`src/design/sha256_stream_hasher_macros.svh`:
```
// Assertion macros shared by the hasher RTL.
// No dependencies; included by files that carry concurrent checks.
`ifndef SHA256_STREAM_HASHER_MACROS_SVH
`define SHA256_STREAM_HASHER_MACROS_SVH

`ifndef SYNTHESIS

// Same-cycle implication, sampled on the rising edge, off during reset.
`define SHS_ASSERT_IMP(lbl, clk, rst_n, ante, cons) \
    lbl: assert property (@(posedge clk) disable iff (!rst_n) (ante) |-> (cons)) \
        else $error("shs: same-cycle check failed");

// Next-cycle implication, sampled on the rising edge, off during reset.
`define SHS_ASSERT_NXT(lbl, clk, rst_n, ante, cons) \
    lbl: assert property (@(posedge clk) disable iff (!rst_n) (ante) |=> (cons)) \
        else $error("shs: next-cycle check failed");

`else

`define SHS_ASSERT_IMP(lbl, clk, rst_n, ante, cons)
`define SHS_ASSERT_NXT(lbl, clk, rst_n, ante, cons)

`endif

`endif

```
`src/design/shs_pkg.sv`:
```
// Shared types, constants and round functions of the SHA-256 stream hasher.
// No dependencies; imported by shs_ctrl, shs_datapath and the top level.
package shs_pkg;

    localparam int unsigned BLOCK_BYTES = 64;
    localparam int unsigned CNT_W       = 6;
    localparam int unsigned ROUNDS      = 64;
    localparam int unsigned RND_W       = 6;
    localparam int unsigned HASH_WORDS  = 8;
    localparam int unsigned WIDX_W      = 3;
    localparam int unsigned LEN_POS     = 56;
    localparam int unsigned BLK_W       = BLOCK_BYTES * 8;

    localparam logic [CNT_W-1:0]  LAST_BYTE  = CNT_W'(BLOCK_BYTES - 1);
    localparam logic [CNT_W-1:0]  PRE_LEN    = CNT_W'(LEN_POS - 1);
    localparam logic [RND_W-1:0]  LAST_ROUND = RND_W'(ROUNDS - 1);
    localparam logic [WIDX_W-1:0] WORD_LAST  = WIDX_W'(HASH_WORDS - 1);
    localparam logic [7:0]        PAD_MARK   = 8'h80;
    localparam logic [63:0]       BITS_PER_BYTE = 64'd8;

    localparam logic [31:0] HASH_IV [HASH_WORDS] = '{
        32'h6a09e667, 32'hbb67ae85, 32'h3c6ef372, 32'ha54ff53a,
        32'h510e527f, 32'h9b05688c, 32'h1f83d9ab, 32'h5be0cd19
    };

    localparam logic [31:0] K_TABLE [ROUNDS] = '{
        32'h428a2f98, 32'h71374491, 32'hb5c0fbcf, 32'he9b5dba5,
        32'h3956c25b, 32'h59f111f1, 32'h923f82a4, 32'hab1c5ed5,
        32'hd807aa98, 32'h12835b01, 32'h243185be, 32'h550c7dc3,
        32'h72be5d74, 32'h80deb1fe, 32'h9bdc06a7, 32'hc19bf174,
        32'he49b69c1, 32'hefbe4786, 32'h0fc19dc6, 32'h240ca1cc,
        32'h2de92c6f, 32'h4a7484aa, 32'h5cb0a9dc, 32'h76f988da,
        32'h983e5152, 32'ha831c66d, 32'hb00327c8, 32'hbf597fc7,
        32'hc6e00bf3, 32'hd5a79147, 32'h06ca6351, 32'h14292967,
        32'h27b70a85, 32'h2e1b2138, 32'h4d2c6dfc, 32'h53380d13,
        32'h650a7354, 32'h766a0abb, 32'h81c2c92e, 32'h92722c85,
        32'ha2bfe8a1, 32'ha81a664b, 32'hc24b8b70, 32'hc76c51a3,
        32'hd192e819, 32'hd6990624, 32'hf40e3585, 32'h106aa070,
        32'h19a4c116, 32'h1e376c08, 32'h2748774c, 32'h34b0bcb5,
        32'h391c0cb3, 32'h4ed8aa4a, 32'h5b9cca4f, 32'h682e6ff3,
        32'h748f82ee, 32'h78a5636f, 32'h84c87814, 32'h8cc70208,
        32'h90befffa, 32'ha4506ceb, 32'hbef9a3f7, 32'hc67178f2
    };

    typedef enum logic {
        ACT_ABSORB = 1'b0,
        ACT_FINISH = 1'b1
    } shs_action_t;

    typedef struct packed {
        logic       action;
        logic [7:0] msg_byte;
    } shs_in_t;

    typedef struct packed {
        logic [31:0]       digest_word;
        logic [WIDX_W-1:0] word_index;
        logic              last_word;
    } shs_out_t;

    typedef enum logic [2:0] {
        ST_IDLE,
        ST_PAD_MARK,
        ST_PAD_ZERO,
        ST_PAD_LEN,
        ST_ROUND,
        ST_FINAL,
        ST_EMIT
    } shs_state_t;

    typedef enum logic [1:0] {
        BSEL_INPUT,
        BSEL_MARK,
        BSEL_ZERO,
        BSEL_LEN
    } shs_bsel_t;

    typedef struct packed {
        logic              shift_byte;
        shs_bsel_t         byte_sel;
        logic              count_bits;
        logic              load_vars;
        logic              round;
        logic [RND_W-1:0]  rnd;
        logic              fold;
        logic              emit;
        logic [WIDX_W-1:0] word_idx;
        logic              restart;
    } shs_cmd_t;

    typedef struct packed {
        logic [CNT_W-1:0] cnt;
        logic             out_free;
    } shs_sts_t;

    function automatic logic [31:0] rotr(input logic [31:0] v, input int unsigned n);
        return (v >> n) | (v << (32 - n));
    endfunction

    function automatic logic [31:0] big_sig0(input logic [31:0] x);
        return rotr(x, 2) ^ rotr(x, 13) ^ rotr(x, 22);
    endfunction

    function automatic logic [31:0] big_sig1(input logic [31:0] x);
        return rotr(x, 6) ^ rotr(x, 11) ^ rotr(x, 25);
    endfunction

    function automatic logic [31:0] small_sig0(input logic [31:0] x);
        return rotr(x, 7) ^ rotr(x, 18) ^ (x >> 3);
    endfunction

    function automatic logic [31:0] small_sig1(input logic [31:0] x);
        return rotr(x, 17) ^ rotr(x, 19) ^ (x >> 10);
    endfunction

endpackage

```
`src/design/shs_ctrl.sv`:
```
// Sequencer of the SHA-256 stream hasher: absorb, padding, rounds, digest emission.
// Depends on shs_pkg and sha256_stream_hasher_macros.svh; drives shs_datapath.
`include "sha256_stream_hasher_macros.svh"

module shs_ctrl
    import shs_pkg::*;
(
    input  logic     clk,
    input  logic     rst_n,
    input  logic     msg_valid,
    output logic     msg_ready,
    input  logic     action,
    input  shs_sts_t sts,
    output shs_cmd_t cmd
);

    shs_state_t        state_reg, state_next;
    shs_state_t        ret_reg, ret_next;
    logic [RND_W-1:0]  rnd_reg, rnd_next;
    logic [WIDX_W-1:0] widx_reg, widx_next;

    always_ff @(posedge clk or negedge rst_n)
    begin
        if (!rst_n)
        begin
            state_reg <= ST_IDLE;
            ret_reg   <= ST_IDLE;
            rnd_reg   <= '0;
            widx_reg  <= '0;
        end
        else
        begin
            state_reg <= state_next;
            ret_reg   <= ret_next;
            rnd_reg   <= rnd_next;
            widx_reg  <= widx_next;
        end
    end

    always_comb
    begin
        state_next   = state_reg;
        ret_next     = ret_reg;
        rnd_next     = rnd_reg;
        widx_next    = widx_reg;
        msg_ready    = 1'b0;
        cmd          = '0;
        cmd.byte_sel = BSEL_INPUT;
        cmd.rnd      = rnd_reg;
        cmd.word_idx = widx_reg;

        unique case (state_reg)
            ST_IDLE:
            begin
                msg_ready = 1'b1;
                if (msg_valid)
                begin
                    if (action == ACT_ABSORB)
                    begin
                        cmd.shift_byte = 1'b1;
                        cmd.count_bits = 1'b1;
                        if (sts.cnt == LAST_BYTE)
                        begin
                            cmd.load_vars = 1'b1;
                            rnd_next      = '0;
                            ret_next      = ST_IDLE;
                            state_next    = ST_ROUND;
                        end
                    end
                    else
                    begin
                        state_next = ST_PAD_MARK;
                    end
                end
            end

            ST_PAD_MARK:
            begin
                cmd.shift_byte = 1'b1;
                cmd.byte_sel   = BSEL_MARK;
                if (sts.cnt == LAST_BYTE)
                begin
                    // marker filled the block: length goes in an extra block
                    cmd.load_vars = 1'b1;
                    rnd_next      = '0;
                    ret_next      = ST_PAD_ZERO;
                    state_next    = ST_ROUND;
                end
                else if (sts.cnt == PRE_LEN)
                begin
                    state_next = ST_PAD_LEN;
                end
                else
                begin
                    state_next = ST_PAD_ZERO;
                end
            end

            ST_PAD_ZERO:
            begin
                cmd.shift_byte = 1'b1;
                cmd.byte_sel   = BSEL_ZERO;
                if (sts.cnt == LAST_BYTE)
                begin
                    cmd.load_vars = 1'b1;
                    rnd_next      = '0;
                    ret_next      = ST_PAD_ZERO;
                    state_next    = ST_ROUND;
                end
                else if (sts.cnt == PRE_LEN)
                begin
                    state_next = ST_PAD_LEN;
                end
            end

            ST_PAD_LEN:
            begin
                cmd.shift_byte = 1'b1;
                cmd.byte_sel   = BSEL_LEN;
                if (sts.cnt == LAST_BYTE)
                begin
                    cmd.load_vars = 1'b1;
                    rnd_next      = '0;
                    widx_next     = '0;
                    ret_next      = ST_EMIT;
                    state_next    = ST_ROUND;
                end
            end

            ST_ROUND:
            begin
                cmd.round = 1'b1;
                rnd_next  = rnd_reg + 1'b1;
                if (rnd_reg == LAST_ROUND)
                begin
                    state_next = ST_FINAL;
                end
            end

            ST_FINAL:
            begin
                cmd.fold   = 1'b1;
                state_next = ret_reg;
            end

            ST_EMIT:
            begin
                if (sts.out_free)
                begin
                    cmd.emit  = 1'b1;
                    widx_next = widx_reg + 1'b1;
                    if (widx_reg == WORD_LAST)
                    begin
                        cmd.restart = 1'b1;
                        state_next  = ST_IDLE;
                    end
                end
            end

            default:
            begin
                state_next = ST_IDLE;
            end
        endcase
    end

    `SHS_ASSERT_NXT(a_round_entry_clear, clk, rst_n, state_reg != ST_ROUND && state_next == ST_ROUND, rnd_reg == '0)
    `SHS_ASSERT_NXT(a_round_to_final, clk, rst_n, state_reg == ST_ROUND && rnd_reg == LAST_ROUND, state_reg == ST_FINAL)
    `SHS_ASSERT_IMP(a_round_block_aligned, clk, rst_n, state_reg == ST_ROUND, sts.cnt == '0)
    `SHS_ASSERT_NXT(a_emit_done, clk, rst_n, cmd.emit && widx_reg == WORD_LAST, state_reg == ST_IDLE && widx_reg == '0)

endmodule

```
`src/design/shs_datapath.sv`:
```
// Datapath of the SHA-256 stream hasher: block shift line, schedule, round logic,
// hash words, bit counter and the registered digest output. Depends on shs_pkg.
module shs_datapath
    import shs_pkg::*;
(
    input  logic       clk,
    input  logic       rst_n,
    input  logic [7:0] msg_byte,
    input  shs_cmd_t   cmd,
    output shs_sts_t   sts,
    output logic       dig_valid,
    input  logic       dig_ready,
    output shs_out_t   dig
);

    // block buffer doubles as the 16-word schedule window, word 0 at the top
    logic [BLK_W-1:0] blk_reg;
    logic [CNT_W-1:0] cnt_reg;
    logic [63:0]      bitcnt_reg;
    logic [31:0]      hash_reg [HASH_WORDS];
    logic [31:0]      wv_reg [HASH_WORDS];
    logic             out_valid_reg;
    shs_out_t         out_reg;

    logic [7:0]  byte_in;
    logic [31:0] w0, w1, w9, w14, w_new;
    logic [31:0] t1, t2;
    logic [31:0] e_ch, a_maj;

    always_comb
    begin
        unique case (cmd.byte_sel)
            BSEL_INPUT: byte_in = msg_byte;
            BSEL_MARK:  byte_in = PAD_MARK;
            BSEL_ZERO:  byte_in = 8'h00;
            BSEL_LEN:   byte_in = bitcnt_reg[{~cnt_reg[2:0], 3'b000} +: 8];
        endcase
    end

    assign w0  = blk_reg[BLK_W-1    -: 32];
    assign w1  = blk_reg[BLK_W-33   -: 32];
    assign w9  = blk_reg[BLK_W-289  -: 32];
    assign w14 = blk_reg[BLK_W-449  -: 32];
    assign w_new = small_sig1(w14) + w9 + small_sig0(w1) + w0;

    assign e_ch  = (wv_reg[4] & wv_reg[5]) ^ (~wv_reg[4] & wv_reg[6]);
    assign a_maj = (wv_reg[0] & wv_reg[1]) ^ (wv_reg[0] & wv_reg[2]) ^ (wv_reg[1] & wv_reg[2]);
    assign t1 = wv_reg[7] + big_sig1(wv_reg[4]) + e_ch + K_TABLE[cmd.rnd] + w0;
    assign t2 = big_sig0(wv_reg[0]) + a_maj;

    always_ff @(posedge clk)
    begin
        if (cmd.shift_byte)
        begin
            blk_reg <= {blk_reg[BLK_W-9:0], byte_in};
        end
        else if (cmd.round)
        begin
            blk_reg <= {blk_reg[BLK_W-33:0], w_new};
        end

        if (cmd.load_vars)
        begin
            for (int i = 0; i < HASH_WORDS; i++)
            begin
                wv_reg[i] <= hash_reg[i];
            end
        end
        else if (cmd.round)
        begin
            wv_reg[7] <= wv_reg[6];
            wv_reg[6] <= wv_reg[5];
            wv_reg[5] <= wv_reg[4];
            wv_reg[4] <= wv_reg[3] + t1;
            wv_reg[3] <= wv_reg[2];
            wv_reg[2] <= wv_reg[1];
            wv_reg[1] <= wv_reg[0];
            wv_reg[0] <= t1 + t2;
        end

        if (cmd.emit)
        begin
            out_reg.digest_word <= hash_reg[cmd.word_idx];
            out_reg.word_index  <= cmd.word_idx;
            out_reg.last_word   <= (cmd.word_idx == WORD_LAST);
        end
    end

    always_ff @(posedge clk or negedge rst_n)
    begin
        if (!rst_n)
        begin
            cnt_reg       <= '0;
            bitcnt_reg    <= '0;
            out_valid_reg <= 1'b0;
            for (int i = 0; i < HASH_WORDS; i++)
            begin
                hash_reg[i] <= HASH_IV[i];
            end
        end
        else
        begin
            if (cmd.restart)
            begin
                cnt_reg    <= '0;
                bitcnt_reg <= '0;
            end
            else
            begin
                if (cmd.shift_byte)
                begin
                    cnt_reg <= cnt_reg + 1'b1;
                end
                if (cmd.count_bits)
                begin
                    bitcnt_reg <= bitcnt_reg + BITS_PER_BYTE;
                end
            end

            if (cmd.restart)
            begin
                for (int i = 0; i < HASH_WORDS; i++)
                begin
                    hash_reg[i] <= HASH_IV[i];
                end
            end
            else if (cmd.fold)
            begin
                for (int i = 0; i < HASH_WORDS; i++)
                begin
                    hash_reg[i] <= hash_reg[i] + wv_reg[i];
                end
            end

            if (cmd.emit)
            begin
                out_valid_reg <= 1'b1;
            end
            else if (dig_ready)
            begin
                out_valid_reg <= 1'b0;
            end
        end
    end

    assign sts.cnt      = cnt_reg;
    assign sts.out_free = !out_valid_reg || dig_ready;
    assign dig_valid    = out_valid_reg;
    assign dig          = out_reg;

endmodule

```
`src/design/sha256_stream_hasher.sv`:
```
// SHA-256 stream hasher, top level: controller plus datapath.
// Depends on shs_pkg, shs_ctrl and shs_datapath.
//
// Usage:
//   msg channel (msg_valid/msg_ready/msg): one transaction per message byte
//   (action = absorb) or one finish transaction (action = finish, byte ignored).
//   dig channel (dig_valid/dig_ready/dig): eight transactions per finish, H0
//   first, word_index 0..7, last_word set on the eighth.
// Timing:
//   The 64th byte of a block starts a compression of 64 rounds plus a fold into
//   the hash words, during which msg_ready is low; the rounds run on the single
//   shared round unit, one round per cycle.
//   A finish shifts padding one byte per cycle until the block is full,
//   compresses, adds a second padded block when fewer than nine bytes were
//   free, then emits one digest word per cycle while dig_ready is high. The
//   first word is registered after the fold of the final block.
// Reset: rst_n clears the sequencer and counters and loads the initial hash.
// Stall: dig is a registered output; a low dig_ready holds the current word and
//   pauses emission. After the eighth word is registered the block is back at
//   the initial hash and takes new bytes while that word still waits.
module sha256_stream_hasher
    import shs_pkg::*;
(
    input  logic     clk,
    input  logic     rst_n,
    input  logic     msg_valid,
    output logic     msg_ready,
    input  shs_in_t  msg,
    output logic     dig_valid,
    input  logic     dig_ready,
    output shs_out_t dig
);

    shs_cmd_t cmd;
    shs_sts_t sts;

    shs_ctrl u_ctrl (
        .clk       (clk),
        .rst_n     (rst_n),
        .msg_valid (msg_valid),
        .msg_ready (msg_ready),
        .action    (msg.action),
        .sts       (sts),
        .cmd       (cmd)
    );

    shs_datapath u_datapath (
        .clk       (clk),
        .rst_n     (rst_n),
        .msg_byte  (msg.msg_byte),
        .cmd       (cmd),
        .sts       (sts),
        .dig_valid (dig_valid),
        .dig_ready (dig_ready),
        .dig       (dig)
    );

endmodule

```
`config.mk`:
```
export PLATFORM = sky130hd
export DESIGN_NAME = sha256_stream_hasher
export DESIGN_NICKNAME = d
export VERILOG_FILES = /design/src/design/shs_pkg.sv /design/src/design/shs_ctrl.sv /design/src/design/shs_datapath.sv /design/src/design/sha256_stream_hasher.sv
export VERILOG_INCLUDE_DIRS = /design/src /design/src/design
export SDC_FILE = /design/constraint.sdc
export NUM_CORES = 2
export LEC_CHECK = 0
export BUFFER_PORTS_ARGS = -buffer_cell sky130_fd_sc_hd__buf_2
export CORE_MARGIN = 4
export CORE_UTILIZATION = 40
export DETAILED_ROUTE_END_ITERATION = 16
export GPL_TIMING_DRIVEN = 0
export HOLD_SLACK_MARGIN = 0.15
export PLACE_DENSITY = 0.59
export SLEW_MARGIN = 20
export SYNTH_ARGS = -nofsm -noshare
export SYNTH_HDL_FRONTEND = slang
export SYNTH_HIERARCHICAL = 1
export SYNTH_SLANG_ARGS = --single-unit
```
`constraint.sdc`:
```
create_clock -name clk -period 8.8 [get_ports clk]
set_input_delay 0.88 -clock clk [delete_from_list [all_inputs] [get_ports clk]]
set_output_delay 0.88 -clock clk [all_outputs]
set_load 0.01 [all_outputs]
```
== Yosys cells after proc, flatten, opt, wreduce, memory -nomap -nowiden ==
Memories as Yosys holds them, arrays and structs flattened.
Cells that the tools add are included.

* Flip-flop bits (word level): 890
* Bits in writable memories: 256
* ROM bits: 2048
* Input port bits: 13
* Output and inout bits: 38
* Logic and storage cells: 193
* Memories kept: 2

* Add/sub/neg operators: 22
* $lt $le $gt $ge: 2
* Eq/ne operators: 22
* Shift-type cells: 1
* Muxes and demuxes: 69
* Bitwise gates (word level): 38
* Reductions and logical operators: 18

{| class="wikitable"
|+ Memories
! memory !! depth !! width !! read ports !! clocked after memory_dff !! write ports !! RTL line !! source
|-
| (name not given) || 64 || 32 || 1 || 0 || 0 || shs_datapath.sv:48 || <nowiki>assign t1 = wv_reg[7] + big_sig1(wv_reg[4]) + e_ch + K_TABLE[cmd.rnd] + w0;</nowiki>
|-
| u_datapath.wv_reg || 8 || 32 || 8 || 0 || 8 || shs_datapath.sv:21 || <nowiki>logic [31:0] wv_reg [HASH_WORDS];</nowiki>
|}

{| class="wikitable"
|+ Operator list
! operator !! number
|-
| $mux W512 || 2
|-
| $add A32 B32 Y32 || 18
|-
| $mux W256 || 2
|-
| $mux W32 || 12
|-
| $xor A32 B32 Y32 || 9
|-
| $and A32 B32 Y32 || 5
|-
| $mux W64 || 2
|-
| $bmux W32 S3 || 1
|-
| $add A64 B4 Y64 const B || 1
|-
| $shiftx A64 B7 Y8 || 1
|-
| $mux W3 || 15
|-
| $not A32 Y32 || 1
|-
| $or A10 B32 Y32 || 1
|-
| $or A13 B32 Y32 || 1
|-
| $or A14 B32 Y32 || 1
|-
| $or A15 B32 Y32 || 1
|-
| $or A19 B32 Y32 || 1
|-
| $or A21 B32 Y32 || 1
|-
| $or A25 B32 Y32 || 1
|-
| $or A26 B32 Y32 || 1
|-
| $or A30 B32 Y32 || 1
|-
| $or A7 B32 Y32 || 1
|-
| $pmux W8 S4 || 1
|-
| $xor A32 B22 Y32 || 1
|-
| other kinds (38) || 91
|}

== Depth between registers and ports, before layout ==
An unclocked memory read counts as a cell.

* Depth in word-level cells: 10
* Gate-level depth with buffers: 41
* Gate-level depth less buffers: 40

== By module ==
The synthesis kept the hierarchy.

{| class="wikitable"
|+ By module, submodules not included
! module !! instances !! cells an instance !! area an instance (um^2) !! seq. area each (um^2)
|-
| shs_datapath || 1 || 7356 || 76510.9 || 32421.1
|-
| shs_ctrl || 1 || 97 || 825.8 || 350.3
|}

== Worst setup path before layout ==
OpenSTA, ideal clock, no wires.

* Path type: input to register
* Start point: input port msg[8] (netlist name)
* End point: register u_datapath.blk_reg[0], enable pin
* Library setup time: 667 ps
* Data arrival time: 8300 ps
* Required time: 8133 ps
* Path slack: -167 ps
* Stages: 6
* Path buffers: 3
* Cell sequence: nand2b_1 > a21oi_1 > clkbuf_1 > clkbuf_1 > clkbuf_1 > or2_2

{| class="wikitable"
|+ RTL lines
! what !! RTL line !! source
|-
| from (decl) || sha256_stream_hasher.sv:28 || <nowiki>input shs_in_t msg,</nowiki>
|-
| to (signal assigned) || shs_datapath.sv:55 || <nowiki>blk_reg <= {blk_reg[BLK_W-9:0], byte_in};</nowiki>
|-
| to (signal assigned) || shs_datapath.sv:59 || <nowiki>blk_reg <= {blk_reg[BLK_W-33:0], w_new};</nowiki>
|-
| to (decl) || shs_datapath.sv:17 || <nowiki>logic [BLK_W-1:0] blk_reg;</nowiki>
|}

==> run summary <==
status -> finished clean
CP peak stage delay -> 0.56 ns
Place WS -> -2.722 ns
DR pass1 iterations -> 8
top cells by count, synth -> nand2_1 (1048), edfxtp_1 (804), mux2_2 (489)
Chip Height -> 447.7 um
crit path capture type -> flip-flop
Period minus WS final -> 8.703 ns
layout cells sized above 1 -> 16.84%
Yosys warnings -> 6
Worst Hold Path EP -> u_ctrl/state_reg[0]
core area -> 192400 um^2
initial antenna violation count -> 15
Worst-path clk slew -> 0.06 ns
Post-synth EDFFs -> 804
Worst Tran Pin Value -> 1.285 ns
CP max-delay cell -> fa_1
first-pass GRT wire length -> 436.2 mm
largest net degree at the start of global routing -> 92
buffer depth of the longest clock path -> 3
asr flop ratio synth -> 29.60%
routed wire length -> 309.7 mm
initial drt markers -> 7525
Mapped Avg Cell Area -> 10.38 um^2
synthesized area -> 77340 um^2
Num CTS Buffers -> 139
fin. max-slew vios -> 0
post-synth cell types -> 91
Slew Limit Headroom -> 14.33%
Layout area overhead -> 13.35%
CTS tree -> yes
Post-DP Area -> 81640 um^2
Ports -> 51
routed length per instance -> 29.89 um
max reg flops -> 512
Worst Hold Class -> in2reg
htree depth -> 4
Startpoint Class -> flip-flop
fin crit share -> 98.89%
post-route design area -> 87660 um^2
final core occ -> 45.57%
path type of the worst setup path -> reg2reg
vias in the first global route -> 59470
Worst Path Required -> 9.35 ns
top post-synthesis cells by area -> edfxtp_1 (31%), mux2_2 (7.1%), dfrtp_1 (6.5%), ha_1 (6.3%), nand2_1 (5.1%)
RR Startpoint -> u_ctrl/rnd_reg[0]
DIE AREA -> 200400 um^2
synthesized instance count -> 7453
crit path DAT -> 9.25 ns
clock sinks -> 1142
setup TNS -> 0 ns
Clock Latency Late Sink -> 0.85 ns
#FFs+latches synth -> 1142
GRT Util Overall -> 30.36%
max-cap violation count -> 0
ANT nets after route -> 0
Syn Nets -> 8052
Initial Util -> 40.20%
port bufs -> 50
crit path max fanout -> 10
die width -> 447.7 um
worst-case reg-to-reg path depth -> 38
Seq/Total Area, Yosys -> 42.38%
Max Clk Rate -> 114.9 MHz
Fin Clk Skew -> 0.06172 ns
Hold Violations, Final -> 0
hpwl dp -> 237.8 mm
number of nets in the layout -> 8305
most common cell in the netlist -> nand2_1
Primary FF master, synth -> edfxtp_1
Final Wtd Congestion -> 1.052
Hold Path Cell Cnt -> 3
total gr overflow -> 0
Reg2Reg Capture Point -> u_datapath/wv_reg[0][31]
via count -> 62070
hold_sp -> msg[8]
worst setup margin -> 0.09724 ns
Synth top area share -> 31.22%
final setup violation count -> 0
Placement Rows -> 161
cell taking the most area after synthesis -> edfxtp_1
flop-to-flop setup slack -> 0.1 ns
Via density -> 5.991
DR DRC count -> 0
clock root buffer -> clkbuf_16
[worst max-delay path by stage]
stage                 startpoint                  endpoint  slack, ns  cells past startpoint
2_1_floorplan  u_ctrl/rnd_reg[1]  u_datapath/wv_reg[0][30]       0.60                     37
3_3_place_gp   u_ctrl/rnd_reg[1]  u_datapath/wv_reg[0][30]      -2.72                     38
3_5_place_dp   u_ctrl/rnd_reg[1]  u_datapath/wv_reg[0][30]      -2.72                     38
4_1_cts        u_ctrl/rnd_reg[3]  u_datapath/wv_reg[0][30]      0.002                     37
5_1_grt        u_ctrl/rnd_reg[0]  u_datapath/wv_reg[0][30]      -0.12                     38
6_report       u_ctrl/rnd_reg[0]  u_datapath/wv_reg[0][31]        0.1                     38
[logic make-up after synthesis]
group                    share of synthesized area [%]
AND/OR/NAND/NOR                                  11.08
multiplexers                                     11.16
XOR/XNOR                                         7.044
AO/OA/AOI/OAI                                    12.89
flip-flops                                       42.38
buffers and inverters                            4.041
adder cells (fa/ha/maj)                          11.41
[what timing repair did]
item,in CTS,in global routing
endpoints found under the hold margin,26,0
setup endpoints to repair,43,21
hold buffers,1,0
pin swaps,15,28
gates resized for setup,200,104
setup buffers,18,15
[area by class of cell]
type	count	area, um^2
antenna	13	32.53
buffer	352	1593
clock buffer	181	3706
clock inverter	76	1033
fill	17980	104700
inverter	476	1808
multi-input combinational	5479	42230
sequential	1142	32780
tap	2526	3161
timing repair buffer	116	1314
[layout by cell type, fill, tap and decap left out, types with 194 or more instances in the layout]
cell,count
nand2_1,1035
edfxtp_1,804
mux2_2,489
inv_1,464
nor2_1,414
a21oi_1,407
ha_1,380
o21ai_0,333
xnor2_1,317
xor2_1,289
clkbuf_1,263
a21o_1,209
dfrtp_1,198
fa_1,194
[routing by layer]
metal | track usage (%) | vias up | wire length [um] | share of wire [%]
li1 | - | 26990 | - | -
met1 | 41.73 | 31000 | 128400 | 41
met2 | 44.74 | 3338 | 131700 | 43
met3 | 5.499 | 739 | 28270 | 9.1
met4 | 17.94 | 4 | 21340 | 6.9
met5 | 0 | - | 31 | 0.010
[through the flow]
stage	cells	hold slack, ns
after floorplan	7453	0.4620
after global placement	10030	0.4912
after detailed placement	10060	0.4969
after CTS	10330	0.4144
after global routing	10350	0.4657
final	10360	0.4781
[worst max-delay path, delay by kind of cell, from the launching register on]
kind | cells | cell delay, ns
xor gates and xnor gates | 2 | 0.33
and+or+nand+nor | 9 | 1.39
DFF | 1 | 0.46
adders and majority gates | 6 | 2.29
AOI/OAI and AO/OA | 14 | 2.89
buffers and inverters | 6 | 0.70
muxes | 1 | 0.31
Power is not shown: default switching activity piles up to over one toggle a cycle in this logic, so the estimate is an artifact.
